File: src/hw/rtl/sarl_pkg.sv
// sarl_pkg: shared types, constants and codes for the symbol address range lookup
// used by sarl_store, sarl_cmp and symbol_address_range_lookup
`default_nettype none

package sarl_pkg;

   // table size and derived widths
   localparam int MAX_SYMBOLS = 256;
   localparam int IDX_W       = $clog2(MAX_SYMBOLS);
   localparam int CNT_W       = IDX_W + 1;

   // field widths
   localparam int CMD_W    = 2;
   localparam int ADDR_W   = 64;
   localparam int SIZE_W   = 64;
   localparam int STATUS_W = 2;
   localparam int ENTRY_W  = 8;
   localparam int COUNT_W  = 9;

   // command codes
   localparam logic [CMD_W-1:0] CMD_APPEND  = 2'd0;
   localparam logic [CMD_W-1:0] CMD_EXACT   = 2'd1;
   localparam logic [CMD_W-1:0] CMD_CONTAIN = 2'd2;
   localparam logic [CMD_W-1:0] CMD_CLEAR   = 2'd3;

   // status codes
   localparam logic [STATUS_W-1:0] ST_HIT  = 2'd0;
   localparam logic [STATUS_W-1:0] ST_MISS = 2'd1;
   localparam logic [STATUS_W-1:0] ST_FULL = 2'd2;

   // one entry of the sorted store
   typedef struct packed {
      logic [ADDR_W-1:0]  start;
      logic [SIZE_W-1:0]  size;
      logic [ENTRY_W-1:0] index;
   } entry_type;

   // compare unit results
   typedef struct packed {
      logic lt;         // entry start below key
      logic eq;         // entry start equals key
      logic below_end;  // key below entry start + size
   } cmp_type;

endpackage

`default_nettype wire

File: src/hw/rtl/sarl_cmp.sv
// sarl_cmp: shared 64-bit compare unit for search steps and range checks
// depends on sarl_pkg for widths and the result struct
`default_nettype none

module sarl_cmp (
   input  wire [sarl_pkg::ADDR_W-1:0] key,
   input  wire [sarl_pkg::ADDR_W-1:0] start,
   input  wire [sarl_pkg::SIZE_W-1:0] size,
   output sarl_pkg::cmp_type          result
);

   logic [sarl_pkg::ADDR_W-1:0] offset;

   // key against start, and key against the end without wrap
   always_comb begin
      offset           = key - start;
      result.lt        = start < key;
      result.eq        = start == key;
      result.below_end = (key < start) || (offset < size);
   end

endmodule

`default_nettype wire

File: config.mk
export PLATFORM = sky130hd
export DESIGN_NAME = sarl_cmp
export DESIGN_NICKNAME = d
export VERILOG_FILES = /design/src/hw/rtl/sarl_pkg.sv /design/src/hw/rtl/sarl_cmp.sv
export SDC_FILE = /design/constraint.sdc
export NUM_CORES = 1
export LEC_CHECK = 0
export BUFFER_PORTS_ARGS = -buffer_cell sky130_fd_sc_hd__clkbuf_2
export CAP_MARGIN = 5
export CORE_ASPECT_RATIO = 1.1
export CORE_MARGIN = 2
export CORE_UTILIZATION = 58
export DETAILED_ROUTE_END_ITERATION = 10
export PLACE_DENSITY = 0.91
export SLEW_MARGIN = 20
export SYNTH_ARGS = -nofsm -noshare
export SYNTH_HDL_FRONTEND = slang
export SYNTH_SLANG_ARGS = --single-unit
File: constraint.sdc
create_clock -name vclk -period 9.4
set_clock_uncertainty 0.1 [all_clocks]
set_input_delay 0.94 -clock vclk [all_inputs]
set_output_delay 0.94 -clock vclk [all_outputs]
set_load 0.1 [all_outputs]
**Word-level counts from Yosys, hierarchy flattened**

Cells that the tools add are included.

- Register bits: 0
- Input port bits: 192
- Output and inout bits: 3
- Word-level logic and storage cells: 6

- $add $sub $neg: 1
- $lt $le $gt $ge: 3
- Equality and inequality tests: 1
- Reductions and logical operators: 1

Operator list:

| kind | number |
|---|---|
| 64-bit < comparator | 3 |
| 64-bit equality test | 1 |
| 64-bit subtractor | 1 |
| 1-bit logical OR | 1 |

**Logic depth before layout (Yosys ltp)**

- Depth in word-level cells: 3
- Mapped depth: 21
- Mapped depth without buffers: 21

**Least setup slack after synthesis**

No wires, ideal clock.

- Path kind: input to output
- From: input start[34] (netlist bit)
- To: output result[2] (netlist bit)
- Data arrival time: 5.925 ns
- Data required time: 8.360 ns
- Setup slack: 2.435 ns
- Stages on the path: 9
- Path buffers: 1
- Path through: inv_1 > ha_1 > clkbuf_1 > nand2_1 > nor3_1 > nand2_1 > or4_1 > nor3_1 > nor2_1

RTL lines:

| item | line | source |
|---|---|---|
| start: declaration | sarl_cmp.sv:7 | `input wire [sarl_pkg::ADDR_W-1:0] start,` |
| end: declaration | sarl_cmp.sv:9 | `output sarl_pkg::cmp_type result` |

==> impl_metrics.json <==
{
  "cts_resized": 0,
  "synth.area.top_cells": "ha_1 28%, inv_1 9.3%, a21o_1 7.7%, a21oi_1 7.5%, xnor2_1 5.2%",
  "drt-wirelength-per-cell_microns": 14.3,
  "avgSynthCellArea_sq_um": 6.84,
  "routabilityCongestion": 1.00,
  "rows": 37,
  "routed_wl_microns": 16100,
  "synth.top_cell.area_share": 0.280,
  "worstSetupStartpointType": "input pin",
  "hold_viol_final": 0,
  "final_nets": 1330,
  "antenna_found_initial": 0,
  "die_y_microns": 108,
  "n_antenna_cell": 0,
  "required_ps": 8360,
  "fin_util": 0.709,
  "grt_max_degree": 10,
  "critPathKind": "in2out",
  "cap_viol_max_count": 0,
  "synth_cell_types": 76,
  "drc": 0,
  "synth_cells": 830,
  "mappedNetlistNets": 1150,
  "area_delta_synth_final_pct": 17.9,
  "grt.total_usage": 0.282,
  "core_area_sq_um": 9440,
  "synth_warnings": 0,
  "detail-route-antenna-nets": 0,
  "drtPass1Iterations": 5,
  "fin_hold_ws_ps": 2640,
  "worst_slew_pin_slew_ps": 621,
  "grt_pass1_vias": 5986,
  "drv_slew": 0,
  "start_util": 0.601,
  "power-per-cell-area_nw_per_um2": 74.9,
  "vias": 6535,
  "seq_area_sq_um": 0,
  "rsz0062_at_grt": "false",
  "drtIter0Drc": 320,
  "crit_path_max_fanout": 3,
  "dieArea_sq_um": 10600,
  "peakVddDrop_uv": 35.8,
  "multi_input_area_sq_um": 5050,
  "cts_hold_buf": 0,
  "slew_headroom": 0.581,
  "fin_crit_sh": 0.698,
  "clockBufferCount": 0,
  "die_w_microns": 98.4,
  "num-fill-cells": 881,
  "num_io_pins": 195,
  "setup_violations": 0,
  "status": "finished, final reports clean",
  "fin_crit_ps": 6560,
  "seq_cell_count": 0,
  "synth-seq-area-share": 0,
  "hpwlAfterDp_microns": 14300,
  "end_kind": "output pin",
  "crit_arrival_ps": 5520,
  "cts_setup_buffers": 0,
  "max_freq_mhz": 152,
  "overflow": 0,
  "yosys.area.top_type": "ha_1",
  "numPortBuffers": 195,
  "via_per_inst": 5.81,
  "grt_pass1_wl_microns": 25700,
  "hp-class": "in2out",
  "fin_setup_tns_ps": 0,
  "p_leak_nw": 3.96,
  "syn_area_sq_um": 5680,
  "drive_above_1_share": 0.218
}
-- cell usage after synthesis (4+ instances only) --
| cell | count |
|---|---|
| xnor2_1 | 34 |
| nand3_1 | 9 |
| nor3_1 | 11 |
| inv_1 | 140 |
| or2_2 | 5 |
| o21a_1 | 11 |
| and2_1 | 6 |
| o31ai_1 | 4 |
| a41oi_1 | 4 |
| o21ai_0 | 24 |
| and3_1 | 5 |
| nand2_1 | 67 |
| nor2b_1 | 7 |
| nor2_1 | 46 |
| a211o_1 | 5 |
| clkbuf_1 | 9 |
| a211oi_1 | 6 |
| a21o_1 | 58 |
| xor2_1 | 26 |
| a31oi_1 | 11 |
| o21bai_1 | 8 |
| nand4_1 | 28 |
| o21ai_1 | 15 |
| a21oi_1 | 85 |
| ha_1 | 127 |
| or3_1 | 5 |
| o211ai_1 | 8 |
-- cells in the final DEF, fill, tap and decap left out, drive strengths merged, types with 3 or more instances in the layout --
| master | n |
|---|---|
| a211o | 5 |
| a211oi | 7 |
| and4 | 3 |
| nor2 | 47 |
| o21a | 11 |
| xor2 | 26 |
| o2111ai | 3 |
| o211ai | 8 |
| ha | 127 |
| nand3 | 9 |
| a21boi | 3 |
| a41oi | 4 |
| and3 | 6 |
| o31ai | 4 |
| nand4 | 28 |
| nor4 | 3 |
| nor3 | 11 |
| xnor2 | 34 |
| inv | 140 |
| or2 | 6 |
| nor3b | 3 |
| and2 | 6 |
| o21ai | 40 |
| o21bai | 9 |
| a21oi | 86 |
| or3 | 5 |
| nand2 | 68 |
| nor2b | 7 |
| a221oi | 4 |
| a31oi | 13 |
| clkbuf | 195 |
| a21o | 60 |
| nand2b | 3 |
-- power by group --
part	switching, mW	internal, mW	total (mW)
registers	0	0	0
logic	0.280	0.222	0.502
clock network	0	0	0
-- area by class of cell --
cell class	instances	share of cell area
Multi-Input combinational cell	673	0.754
Timing Repair Buffer	195	0.146
Inverter	140	0.0785
Tap cell	117	0.0219
-- cells by family after synthesis --
logic type,count (synthesis),synth area share
compound gates,277,0.332
simple gates,208,0.181
buf+inv,157,0.111
fa+ha+maj,128,0.283
xor+xnor,60,0.0925
-- path summary, 6_finish.rpt --
check	from	to	depth (start not counted)
worst max-delay path	key[0]	result[0]	21
worst min-delay path	size[63]	result[0]	7
-- routing by layer --
layer  wire length (microns)  part of all wire  track usage
met1                    6860              0.43        0.359
met2                    7670              0.48        0.516
met3                    1010             0.063       0.0117
met4                     512             0.032       0.0822
met5                       0                 0            0
-- worst max-delay path, stage by stage --
cell	delay, ps
clkbuf_2	90
inv_1	80
ha_1	170
inv_1	50
fa_1	420
a211oi_1	270
o21bai_2	120
a221o_2	400
a211oi_4	350
nor3_1	110
a211o_1	300
a21oi_1	170
xnor2_1	140
ha_1	260
and3_1	160
a221oi_1	280
o221ai_1	150
o21ai_0	290
a21oi_1	120
o21bai_1	160
clkbuf_2	480
-- per-stage QoR --
step | area [sq um] | total power [mW] | std cells | setup WS (ps)
after global routing | 6690 | 0.559 | 1125 | 2620
after detailed placement | 6690 | 0.491 | 1125 | 2900
after floorplan | 5680 | 0.368 | 830 | 2440
after CTS | 6690 | 0.495 | 1125 | 2880
after global placement | 6690 | 0.482 | 1125 | 2940
final | 6690 | 0.502 | 1125 | 2840
Note: power is estimated with default switching activity, not from simulation.
